===== src/sv/rtmg_pkg.sv =====
`timescale 1ns / 1ps
// ----------------------------------------------------------------------------
// rtmg_pkg
// Shared types and constants of the rectangle triangle mesh generator.
// ----------------------------------------------------------------------------
package rtmg_pkg;

    // largest quad counts along x and y
    localparam int unsigned MAX_COLS = 1024;
    localparam int unsigned MAX_ROWS = 1024;

    // field widths
    localparam int CNT_W   = 11;
    localparam int NUM_W   = 22;
    localparam int COORD_W = 32;

    // result kinds
    localparam logic [1:0] KIND_GRID = 2'd0;
    localparam logic [1:0] KIND_MID  = 2'd1;
    localparam logic [1:0] KIND_TRI  = 2'd2;
    localparam logic [1:0] KIND_DONE = 2'd3;

    // diagonal modes
    localparam logic [2:0] DIAG_LEFT  = 3'd0;
    localparam logic [2:0] DIAG_RIGHT = 3'd1;
    localparam logic [2:0] DIAG_RL    = 3'd2;
    localparam logic [2:0] DIAG_LR    = 3'd3;
    localparam logic [2:0] DIAG_CROSS = 3'd4;

    // register indexes of the configuration port
    typedef enum logic [2:0] {
        REG_COLS      = 3'd0,
        REG_ROWS      = 3'd1,
        REG_DIAG      = 3'd2,
        REG_X_START   = 3'd3,
        REG_Y_START   = 3'd4,
        REG_X_SPACING = 3'd5,
        REG_Y_SPACING = 3'd6
    } reg_idx_t;

    // pass phases
    typedef enum logic [1:0] {
        PH_GRID = 2'd0,
        PH_MID  = 2'd1,
        PH_TRI  = 2'd2,
        PH_DONE = 2'd3
    } phase_t;

    // configuration as seen by the datapath (counts already clamped)
    typedef struct packed {
        logic [CNT_W-1:0]          cols;
        logic [CNT_W-1:0]          rows;
        logic [2:0]                diag_mode;
        logic signed [COORD_W-1:0] x_start;
        logic signed [COORD_W-1:0] y_start;
        logic signed [COORD_W-1:0] x_spacing;
        logic signed [COORD_W-1:0] y_spacing;
    } cfg_t;

    // one sequenced item, handed from the sequencer to the geometry stage
    typedef struct packed {
        logic [1:0]       kind;
        logic [NUM_W-1:0] item_number;
        logic [CNT_W-1:0] col;
        logic [CNT_W-1:0] row;
        logic [1:0]       sub;
        logic [NUM_W-1:0] row_base;
        logic             last;
    } seq_item_t;

    // one finished result beat
    typedef struct packed {
        logic [1:0]                kind;
        logic [NUM_W-1:0]          item_number;
        logic signed [COORD_W-1:0] x_coord;
        logic signed [COORD_W-1:0] y_coord;
        logic [NUM_W-1:0]          corner_a;
        logic [NUM_W-1:0]          corner_b;
        logic [NUM_W-1:0]          corner_c;
        logic                      last;
    } out_item_t;

endpackage


===== src/sv/rtmg_seq.sv =====
`timescale 1ns / 1ps
// ----------------------------------------------------------------------------
// rtmg_seq
// Pass sequencer: walks grid vertices, midpoints and triangles, one item per
// accepted request, and registers the item for the geometry stage.
// ----------------------------------------------------------------------------
module rtmg_seq
    import rtmg_pkg::*;
(
    input  logic      aclk,
    input  logic      aresetn,
    input  cfg_t      cfg,
    input  logic      req_valid,
    input  logic      req_restart,
    input  logic      stage_advance,
    output logic      item_valid,
    output seq_item_t item
);

    phase_t           phase_reg, phase_next;
    logic [CNT_W-1:0] col_reg, col_next;
    logic [CNT_W-1:0] row_reg, row_next;
    logic [1:0]       sub_reg, sub_next;
    logic [NUM_W-1:0] vcnt_reg, vcnt_next;
    logic [NUM_W-1:0] ccnt_reg, ccnt_next;
    logic [NUM_W-1:0] rbase_reg, rbase_next;
    logic             item_valid_reg;
    seq_item_t        item_reg, item_next;

    // state register
    always_ff @(posedge aclk) begin
        if (!aresetn) begin
            phase_reg <= PH_GRID;
            col_reg   <= '0;
            row_reg   <= '0;
            sub_reg   <= '0;
            vcnt_reg  <= '0;
            ccnt_reg  <= '0;
            rbase_reg <= '0;
        end else if (req_valid) begin
            phase_reg <= phase_next;
            col_reg   <= col_next;
            row_reg   <= row_next;
            sub_reg   <= sub_next;
            vcnt_reg  <= vcnt_next;
            ccnt_reg  <= ccnt_next;
            rbase_reg <= rbase_next;
        end
    end

    // next state and the item for this request
    always_comb begin
        phase_t           p;
        logic [CNT_W:0]   c;
        logic [CNT_W:0]   r;
        logic [2:0]       s;
        logic [NUM_W-1:0] vc;
        logic [NUM_W-1:0] cc;
        logic [NUM_W-1:0] rb;
        logic [CNT_W:0]   cmax;
        logic [CNT_W:0]   rmax;
        logic [2:0]       ntri;
        logic             crossed;
        logic             emitted;

        p       = phase_reg;
        c       = {1'b0, col_reg};
        r       = {1'b0, row_reg};
        s       = {1'b0, sub_reg};
        vc      = vcnt_reg;
        cc      = ccnt_reg;
        rb      = rbase_reg;
        cmax    = {1'b0, cfg.cols};
        rmax    = {1'b0, cfg.rows};
        crossed = (cfg.diag_mode == DIAG_CROSS);
        ntri    = crossed ? 3'd4 : 3'd2;
        emitted = 1'b0;

        item_next             = '0;
        item_next.kind        = KIND_DONE;

        // restart clears the whole pass
        if (req_restart) begin
            p  = PH_GRID;
            c  = '0;
            r  = '0;
            s  = '0;
            rb = '0;
            vc = '0;
            cc = '0;
        end

        // grid vertices, row-major
        if (p == PH_GRID) begin
            if (c > cmax) begin
                c = '0;
                r = r + 1'b1;
            end
            if (r > rmax) begin
                p  = crossed ? PH_MID : PH_TRI;
                c  = '0;
                r  = '0;
                s  = '0;
                rb = '0;
            end else begin
                emitted               = 1'b1;
                item_next.kind        = KIND_GRID;
                item_next.item_number = vc;
                item_next.col         = c[CNT_W-1:0];
                item_next.row         = r[CNT_W-1:0];
                vc                    = vc + 1'b1;
                c                     = c + 1'b1;
                if (c > cmax) begin
                    c = '0;
                    r = r + 1'b1;
                end
            end
        end

        // quad midpoints in crossed mode
        if (!emitted && p == PH_MID) begin
            if (!crossed) begin
                p  = PH_TRI;
                c  = '0;
                r  = '0;
                s  = '0;
                rb = '0;
            end else begin
                if (c >= cmax) begin
                    c = '0;
                    r = r + 1'b1;
                end
                if (r >= rmax) begin
                    p  = PH_TRI;
                    c  = '0;
                    r  = '0;
                    s  = '0;
                    rb = '0;
                end else begin
                    emitted               = 1'b1;
                    item_next.kind        = KIND_MID;
                    item_next.item_number = vc;
                    item_next.col         = c[CNT_W-1:0];
                    item_next.row         = r[CNT_W-1:0];
                    vc                    = vc + 1'b1;
                    c                     = c + 1'b1;
                    if (c >= cmax) begin
                        c = '0;
                        r = r + 1'b1;
                    end
                end
            end
        end

        // triangles of each quad
        if (!emitted && p == PH_TRI) begin
            if (s >= ntri) begin
                s = '0;
                c = c + 1'b1;
            end
            if (c >= cmax) begin
                c  = '0;
                r  = r + 1'b1;
                rb = rb + NUM_W'(cmax) + 1'b1;
            end
            if (r >= rmax) begin
                p = PH_DONE;
            end else begin
                emitted               = 1'b1;
                item_next.kind        = KIND_TRI;
                item_next.item_number = cc;
                item_next.col         = c[CNT_W-1:0];
                item_next.row         = r[CNT_W-1:0];
                item_next.sub         = s[1:0];
                item_next.row_base    = rb;
                cc                    = cc + 1'b1;
                s                     = s + 1'b1;
                if (s >= ntri) begin
                    s = '0;
                    c = c + 1'b1;
                    if (c >= cmax) begin
                        c  = '0;
                        r  = r + 1'b1;
                        rb = rb + NUM_W'(cmax) + 1'b1;
                        if (r >= rmax) begin
                            p              = PH_DONE;
                            item_next.last = 1'b1;
                        end
                    end
                end
            end
        end

        phase_next = p;
        col_next   = c[CNT_W-1:0];
        row_next   = r[CNT_W-1:0];
        sub_next   = s[1:0];
        vcnt_next  = vc;
        ccnt_next  = cc;
        rbase_next = rb;
    end

    // item register toward the geometry stage
    always_ff @(posedge aclk) begin
        if (!aresetn) begin
            item_valid_reg <= 1'b0;
        end else if (stage_advance) begin
            item_valid_reg <= req_valid;
        end
    end

    always_ff @(posedge aclk) begin
        if (req_valid) begin
            item_reg <= item_next;
        end
    end

    assign item_valid = item_valid_reg;
    assign item       = item_reg;

endmodule


===== src/sv/rtmg_geom.sv =====
`timescale 1ns / 1ps
// ----------------------------------------------------------------------------
// rtmg_geom
// Geometry stage: vertex coordinates and triangle corner numbers for one
// sequenced item.
// ----------------------------------------------------------------------------
module rtmg_geom
    import rtmg_pkg::*;
(
    input  cfg_t      cfg,
    input  seq_item_t item,
    output out_item_t result
);

    localparam int MUL_W  = CNT_W + 2;
    localparam int PROD_W = MUL_W + COORD_W;
    localparam int SUM_W  = PROD_W + 1;

    // start + half-step multiple, halved with floor, saturated to 32 bits
    function automatic logic signed [COORD_W-1:0] coord(
        input logic signed [COORD_W-1:0] start,
        input logic signed [COORD_W-1:0] spacing,
        input logic [CNT_W:0]            steps
    );
        logic signed [PROD_W-1:0] prod;
        logic signed [SUM_W-1:0]  sum;
        logic signed [PROD_W-1:0] half;
        logic                     fits;
        prod = $signed({1'b0, steps}) * spacing;
        sum  = $signed({start, 1'b0}) + SUM_W'(prod);
        half = sum[SUM_W-1:1];
        fits = (half[PROD_W-1:COORD_W-1] == '0) || (&half[PROD_W-1:COORD_W-1]);
        if (fits) begin
            coord = half[COORD_W-1:0];
        end else if (half[PROD_W-1]) begin
            coord = {1'b1, {(COORD_W-1){1'b0}}};
        end else begin
            coord = {1'b0, {(COORD_W-1){1'b1}}};
        end
    endfunction

    logic [CNT_W:0]   x_steps;
    logic [CNT_W:0]   y_steps;
    logic [NUM_W-1:0] v0, v1, v2, v3, vm;
    logic [2*CNT_W+1:0] grid_total;
    logic [2*CNT_W-1:0] mid_offset;
    logic             is_vertex;
    logic             even;
    logic             left;

    // doubled index: even for grid vertices, odd for midpoints
    assign x_steps   = {item.col, item.kind == KIND_MID};
    assign y_steps   = {item.row, item.kind == KIND_MID};
    assign is_vertex = (item.kind == KIND_GRID) || (item.kind == KIND_MID);

    // quad corner numbers
    assign v0         = item.row_base + NUM_W'(item.col);
    assign v1         = v0 + 1'b1;
    assign v2         = v0 + NUM_W'(cfg.cols) + 1'b1;
    assign v3         = v2 + 1'b1;
    assign grid_total = ({1'b0, cfg.cols} + 1'b1) * ({1'b0, cfg.rows} + 1'b1);
    assign mid_offset = item.row * cfg.cols;
    assign vm         = NUM_W'(grid_total) + NUM_W'(mid_offset) + NUM_W'(item.col);

    // diagonal direction of this quad
    assign even = ~(item.col[0] ^ item.row[0]);
    assign left = (cfg.diag_mode == DIAG_LEFT) || (cfg.diag_mode > DIAG_CROSS) ||
                  ((cfg.diag_mode == DIAG_RL) && even) ||
                  ((cfg.diag_mode == DIAG_LR) && !even);

    always_comb begin
        result             = '0;
        result.kind        = item.kind;
        result.last        = item.last;
        if (item.kind != KIND_DONE) begin
            result.item_number = item.item_number;
        end
        if (is_vertex) begin
            result.x_coord = coord(cfg.x_start, cfg.x_spacing, x_steps);
            result.y_coord = coord(cfg.y_start, cfg.y_spacing, y_steps);
        end
        if (item.kind == KIND_TRI) begin
            if (cfg.diag_mode == DIAG_CROSS) begin
                result.corner_c = vm;
                case (item.sub)
                    2'd0: begin
                        result.corner_a = v0;
                        result.corner_b = v1;
                    end
                    2'd1: begin
                        result.corner_a = v0;
                        result.corner_b = v2;
                    end
                    2'd2: begin
                        result.corner_a = v1;
                        result.corner_b = v3;
                    end
                    default: begin
                        result.corner_a = v2;
                        result.corner_b = v3;
                    end
                endcase
            end else if (left) begin
                if (item.sub == 2'd0) begin
                    result.corner_a = v0;
                    result.corner_b = v1;
                    result.corner_c = v2;
                end else begin
                    result.corner_a = v1;
                    result.corner_b = v2;
                    result.corner_c = v3;
                end
            end else begin
                result.corner_a = v0;
                result.corner_c = v3;
                result.corner_b = (item.sub == 2'd0) ? v1 : v2;
            end
        end
    end

endmodule


===== src/sv/rectangle_triangle_mesh_generator.sv =====
`timescale 1ns / 1ps
// ----------------------------------------------------------------------------
// rectangle_triangle_mesh_generator
// Streams a structured triangle mesh of a rectangle: grid vertices, quad
// midpoints in crossed mode, then triangles, one result beat per request.
// Path: an accepted request goes through the sequencer register, then
//   the geometry stage into the output register that drives m_tvalid.
// Throughput: one request per cycle, limited only by m_tready.
// Reset (aresetn low, synchronous): pass restarts at vertex 0, registers
//   return to cols 1, rows 1, left diagonals, origin 0, spacings 1.0.
// ----------------------------------------------------------------------------
module rectangle_triangle_mesh_generator
    import rtmg_pkg::*;
(
    input  logic         aclk,
    input  logic         aresetn,
    // request channel
    input  logic         s_tvalid,
    output logic         s_tready,
    input  logic [7:0]   s_tdata,   // [0] restart, [7:1] zero
    // result channel
    output logic         m_tvalid,
    input  logic         m_tready,
    // [21:0] item_number, [53:22] x_coord, [85:54] y_coord,
    // [107:86] corner_a, [129:108] corner_b, [151:130] corner_c
    output logic [151:0] m_tdata,
    output logic [1:0]   m_tuser,   // [1:0] kind
    output logic         m_tlast,   // last triangle of the mesh
    // configuration port
    input  logic         psel,
    input  logic         penable,
    input  logic         pwrite,
    input  logic [4:0]   paddr,
    input  logic [31:0]  pwdata,
    output logic [31:0]  prdata,
    output logic         pready
);

    logic [CNT_W-1:0]   cols_reg;
    logic [CNT_W-1:0]   rows_reg;
    logic [2:0]         diag_reg;
    logic [COORD_W-1:0] x_start_reg;
    logic [COORD_W-1:0] y_start_reg;
    logic [COORD_W-1:0] x_spacing_reg;
    logic [COORD_W-1:0] y_spacing_reg;
    reg_idx_t           reg_index;
    logic               cfg_write;
    cfg_t               cfg;

    logic               s_accept;
    logic               stage_advance;
    logic               out_advance;
    logic               item_valid;
    seq_item_t          item;
    out_item_t          result;
    logic               m_valid_reg;
    out_item_t          out_reg;

    // register write
    assign pready    = 1'b1;
    assign reg_index = reg_idx_t'(paddr[4:2]);
    assign cfg_write = psel && penable && pwrite;

    always_ff @(posedge aclk) begin
        if (!aresetn) begin
            cols_reg      <= CNT_W'(1);
            rows_reg      <= CNT_W'(1);
            diag_reg      <= DIAG_LEFT;
            x_start_reg   <= '0;
            y_start_reg   <= '0;
            x_spacing_reg <= COORD_W'(65536);
            y_spacing_reg <= COORD_W'(65536);
        end else if (cfg_write) begin
            case (reg_index)
                REG_COLS:      cols_reg      <= pwdata[CNT_W-1:0];
                REG_ROWS:      rows_reg      <= pwdata[CNT_W-1:0];
                REG_DIAG:      diag_reg      <= pwdata[2:0];
                REG_X_START:   x_start_reg   <= pwdata;
                REG_Y_START:   y_start_reg   <= pwdata;
                REG_X_SPACING: x_spacing_reg <= pwdata;
                REG_Y_SPACING: y_spacing_reg <= pwdata;
                default: ;
            endcase
        end
    end

    // register read
    always_comb begin
        case (reg_index)
            REG_COLS:      prdata = 32'(cols_reg);
            REG_ROWS:      prdata = 32'(rows_reg);
            REG_DIAG:      prdata = 32'(diag_reg);
            REG_X_START:   prdata = x_start_reg;
            REG_Y_START:   prdata = y_start_reg;
            REG_X_SPACING: prdata = x_spacing_reg;
            REG_Y_SPACING: prdata = y_spacing_reg;
            default:       prdata = '0;
        endcase
    end

    // counts clamped to 1..max
    always_comb begin
        cfg.cols = cols_reg;
        if (cols_reg == '0) begin
            cfg.cols = CNT_W'(1);
        end else if (cols_reg > CNT_W'(MAX_COLS)) begin
            cfg.cols = CNT_W'(MAX_COLS);
        end
        cfg.rows = rows_reg;
        if (rows_reg == '0) begin
            cfg.rows = CNT_W'(1);
        end else if (rows_reg > CNT_W'(MAX_ROWS)) begin
            cfg.rows = CNT_W'(MAX_ROWS);
        end
        cfg.diag_mode = diag_reg;
        cfg.x_start   = $signed(x_start_reg);
        cfg.y_start   = $signed(y_start_reg);
        cfg.x_spacing = $signed(x_spacing_reg);
        cfg.y_spacing = $signed(y_spacing_reg);
    end

    // pipeline flow control
    assign out_advance   = !m_valid_reg || m_tready;
    assign stage_advance = !item_valid || out_advance;
    assign s_tready      = stage_advance;
    assign s_accept      = s_tvalid && stage_advance;

    rtmg_seq u_seq (
        .aclk          (aclk),
        .aresetn       (aresetn),
        .cfg           (cfg),
        .req_valid     (s_accept),
        .req_restart   (s_tdata[0]),
        .stage_advance (stage_advance),
        .item_valid    (item_valid),
        .item          (item)
    );

    rtmg_geom u_geom (
        .cfg    (cfg),
        .item   (item),
        .result (result)
    );

    // output register
    always_ff @(posedge aclk) begin
        if (!aresetn) begin
            m_valid_reg <= 1'b0;
        end else if (out_advance) begin
            m_valid_reg <= item_valid;
        end
    end

    always_ff @(posedge aclk) begin
        if (out_advance && item_valid) begin
            out_reg <= result;
        end
    end

    assign m_tvalid = m_valid_reg;
    assign m_tuser  = out_reg.kind;
    assign m_tlast  = out_reg.last;
    assign m_tdata  = {out_reg.corner_c, out_reg.corner_b, out_reg.corner_a,
                       out_reg.y_coord, out_reg.x_coord, out_reg.item_number};

endmodule


===== config.mk =====
export PLATFORM = sky130hd
export DESIGN_NAME = rectangle_triangle_mesh_generator
export DESIGN_NICKNAME = d
export VERILOG_FILES = /design/src/sv/rtmg_pkg.sv /design/src/sv/rtmg_seq.sv /design/src/sv/rtmg_geom.sv /design/src/sv/rectangle_triangle_mesh_generator.sv
export SDC_FILE = /design/constraint.sdc
export NUM_CORES = 2
export LEC_CHECK = 0
export ABC_AREA = 1
export BUFFER_PORTS_ARGS = -buffer_cell sky130_fd_sc_hd__buf_2
export CAP_MARGIN = 0
export CORE_ASPECT_RATIO = 0.7
export CORE_MARGIN = 3
export CORE_UTILIZATION = 53
export DETAILED_ROUTE_END_ITERATION = 8
export PLACE_DENSITY = 0.7
export SKIP_CTS_REPAIR_TIMING = 1
export SLEW_MARGIN = 5
export SYNTH_ARGS = -nofsm -noshare
export SYNTH_HDL_FRONTEND = slang
export SYNTH_SLANG_ARGS = --single-unit

===== constraint.sdc =====
create_clock -name aclk -period 32.3 [get_ports aclk]
set_input_delay 6.46 -clock aclk [delete_from_list [all_inputs] [get_ports aclk]]
set_output_delay 6.46 -clock aclk [all_outputs]
set_load 0.02 [all_outputs]

==> impl_metrics.yaml <==
floorplanning:
  start_util: 0.538
  die_y_um: 312
  rows: 111
  ios: 242
  core_area_um2: 132000
  die_x_um: 443
  die-area_um2: 138000
timing:
  max_freq_ghz: 0.0448
  tightest_slew_ns: 1.36
  rsz0062_at_grt: "false"
  post-route-period-util: 0.691
  timing.final.crit_period_ns: 22.33
  fin_skew_ns: 0.0382
  finalHoldViolations: 0
  setup_viol: 0
  finalMaxSlewViolations: 0
  slew_headroom: 0.0873
  tns_ns: 0
  worst_slack_ns: 9.97
cells_and_area:
  area_growth_pct: 5.89
  seqCellArea_um2: 11700
  fin_util: 0.569
  largest_reg_flops: 152
  multiInputGateArea_um2: 49700
  final_nets: 10883
  final_layout_size_suffix_gt1_frac: 0.0625
  n_fill_cell: 12295
critical_path:
  crit_end: "u_seq.item[43]$_DFFE_PP_"
  arrival_ns: 22.86
  start_kind: "input pin"
  critPathBufInv: 19
  startpoint: "s_tdata[0]"
  cp-end-kind: "flop"
  path_delay_family: "simple AND/OR/NAND/NOR gates"
  crit_path_max_fanout: 68
  rrSetupSlack_ns: 14.21
  r2r_end: "u_seq.item[43]$_DFFE_PP_"
  critPathRequiredTime_ns: 32.83
  cpPeakStageDelay_ns: 0.78
  crit_top_cell: "nand2_1"
  path_depth: 89
  r2r_start: "cols_reg[10]$_SDFFE_PN0P_"
  worstRegToRegCells: 92
  cp_slowest_cell: "nor2_4"
  criticalPathCategory: "input pin to flop"
global_routing:
  first_global_vias: 59832
  antenna_found_initial: 20
  grt_max_degree: 136
  grt_first_pass_wirelength_mm: 352
  grt-ovfl-total: 0
  grt_use_total: 0.327
placement:
  io_buffers: 231
  pre_cts_slack_ns: 9.59
  gp_routability_congestion: 0.992
  dp_hpwl_mm: 179
routing:
  drt-total-wl_mm: 226
  wl_per_cell_um: 20.3
  dr_total_vias: 62403
  drc_errors: 0
  first_pass_iters: 8
  avgViaCountPerCell: 5.60
  ant_nets: 0
  drt_iter0_drc: 7568
status:
  status: "finished clean"
synthesis:
  yosysTopAreaCellShare: 0.281
  synth_compound_area_frac: 0.108
  postSynthAreaPerCell_um2: 7.58
  syn_inst: 9352
  ys_warn_count: 0
  synthAdderAreaFrac: 0.369
  synth_cell_types: 67
  yosys-top-cells-area: "fa_1 28%, inv_1 11%, nand2_1 10%"
  synth-simple-area-share: 0.192
  syn-cell-area_um2: 70800
  yosysSeqAreaShare: 0.166
  synth_top_area_cell: "fa_1"
  ys_ff_latch: 473
  synth_xor_area_frac: 0.0304
  synth_top_family_by_area: "adder cells"
  synth.area.mux_share: 0
clock_tree:
  clock_latency_ns: 0.69
  htreeDepth: 2
  cts_root_buffer: "clkbuf_16"
  cts_tree: "done"
  clk_path_buf_depth: 3
  cts_buffers: 51
  clk_pin_slew_ns: 0.07
  cts.sinks: 473
power_and_ir_drop:
  ir_drop_v: 0.000226
  p_leak_nw: 38.1
  power_density_nw_per_um2: 75.0
run:
  cap_violations: 0
worst_hold_path:
  hold_class: "flop to flop"
==> worst min-delay path by stage <==
stage | from | endpoint | cells past startpoint
final | u_seq.item[0]$_SDFFCE_PP0P_ | m_tlast$_DFFE_PP_ | 0
after global routing | u_seq.item[0]$_SDFFCE_PP0P_ | m_tlast$_DFFE_PP_ | 0
after CTS | u_seq.item[0]$_SDFFCE_PP0P_ | m_tlast$_DFFE_PP_ | 0
after detailed placement | u_seq.item[0]$_SDFFCE_PP0P_ | m_tlast$_DFFE_PP_ | 0
after global placement | u_seq.item[0]$_SDFFCE_PP0P_ | m_tlast$_DFFE_PP_ | 0
after floorplan | u_seq.item[0]$_SDFFCE_PP0P_ | m_tlast$_DFFE_PP_ | 0
==> per-stage QoR <==
| stage | total power [W] | area, µm² | cells | hold slack, ns |
|---|---|---|---|---|
| after floorplan | 0.00374 | 70900 | 9371 | 0.400 |
| after global placement | 0.00481 | 73300 | 11036 | 0.421 |
| after detailed placement | 0.00489 | 73300 | 11036 | 0.427 |
| after CTS | 0.00553 | 75000 | 11132 | 0.437 |
| after global routing | 0.00608 | 75000 | 11144 | 0.447 |
| final | 0.00563 | 75000 | 11145 | 0.435 |
==> report_power, final <==
| group | total (W) | switching (W) | internal [W] | leakage (nW) |
|---|---|---|---|---|
| clock | 0.000620 | 0.000292 | 0.000329 | 0.822 |
| combinational | 0.00413 | 0.00298 | 0.00115 | 33.1 |
| sequential | 0.000873 | 0.0000468 | 0.000826 | 4.22 |
==> cell usage after synthesis (all sizes together) <==
cell and n:
ha 498, clkbuf 339, xnor2 68, o211a 1
or4 1, o31a 1, inv 2068, nor4 23
or2 29, buf 63, a211oi 8, nor2 795
a221o 20, o211ai 49, and3 5, a41oi 1
o41ai 1, a221oi 31, o21ai 485, conb 2
o2111ai 2, nand3b 7, o22ai 75, o31ai 6
a21boi 9, a31o 1, fa 995, clkinv 23
o21a 10, nand3 284, o221ai 42, a22oi 7
a21o 5, and2 5, o21bai 15, nand2b 1
dfxtp 247, a21oi 581, o32ai 1, a31oi 15
edfxtp 226, nand2 1959, xor2 175, nor3 79
nand4 94
==> cell usage in the layout, fill, tap and decap left out, types with 92 or more instances in the layout <==
cell | synthesis | final
inv_1 | 2042 | 2042
xor2_1 | 173 | 173
nor2_1 | 750 | 748
fa_1 | 995 | 995
buf_2 | 15 | 230
ha_1 | 498 | 497
dfxtp_1 | 247 | 247
a21oi_1 | 579 | 578
edfxtp_1 | 226 | 226
nand4_1 | 92 | 92
nand3_1 | 267 | 267
nand2_1 | 1930 | 1927
o21ai_0 | 416 | 416
==> layer usage <==
layer  part of all wire  vias to the layer above  GRT usage
met5           0.000031                        -          0
met4              0.029                        2     0.0929
met3               0.14                      274     0.0914
met2               0.38                     3381      0.436
met1               0.45                    29928      0.510
li1                   -                    28818          -
==> kinds of logic (layout without fill, tap and decap cells) <==
group           Yosys count  count (layout)
simple gates           3282            3282
buf+inv                2493            2503
fa+ha+maj              1493            1493
compound gates         1366            1366
flops                   473             473
xor+xnor                243             243
other cells               2              34
==> worst register-to-register path, delay by kind of cell, from the launching register on <==
family,cells,cell delay (ns)
and+or+nand+nor,41,6.99
AOI/OAI and AO/OA,21,4.35
buffers and inverters,21,4.01
adders and majority gates,8,2.17
DFF,1,0.31
xor gates and xnor gates,1,0.13
==> area by class of cell <==
type | instances | share of cell area
inverters | 2091 | 0.105
flip-flops and latches | 473 | 0.156
repair buffers | 316 | 0.0240
diodes | 13 | 0.000434
clock buffers | 63 | 0.0186
well taps | 1751 | 0.0292
multi-input cells | 6405 | 0.663
clock inverters | 33 | 0.00404
Note: power is estimated with default switching activity, not from simulation.
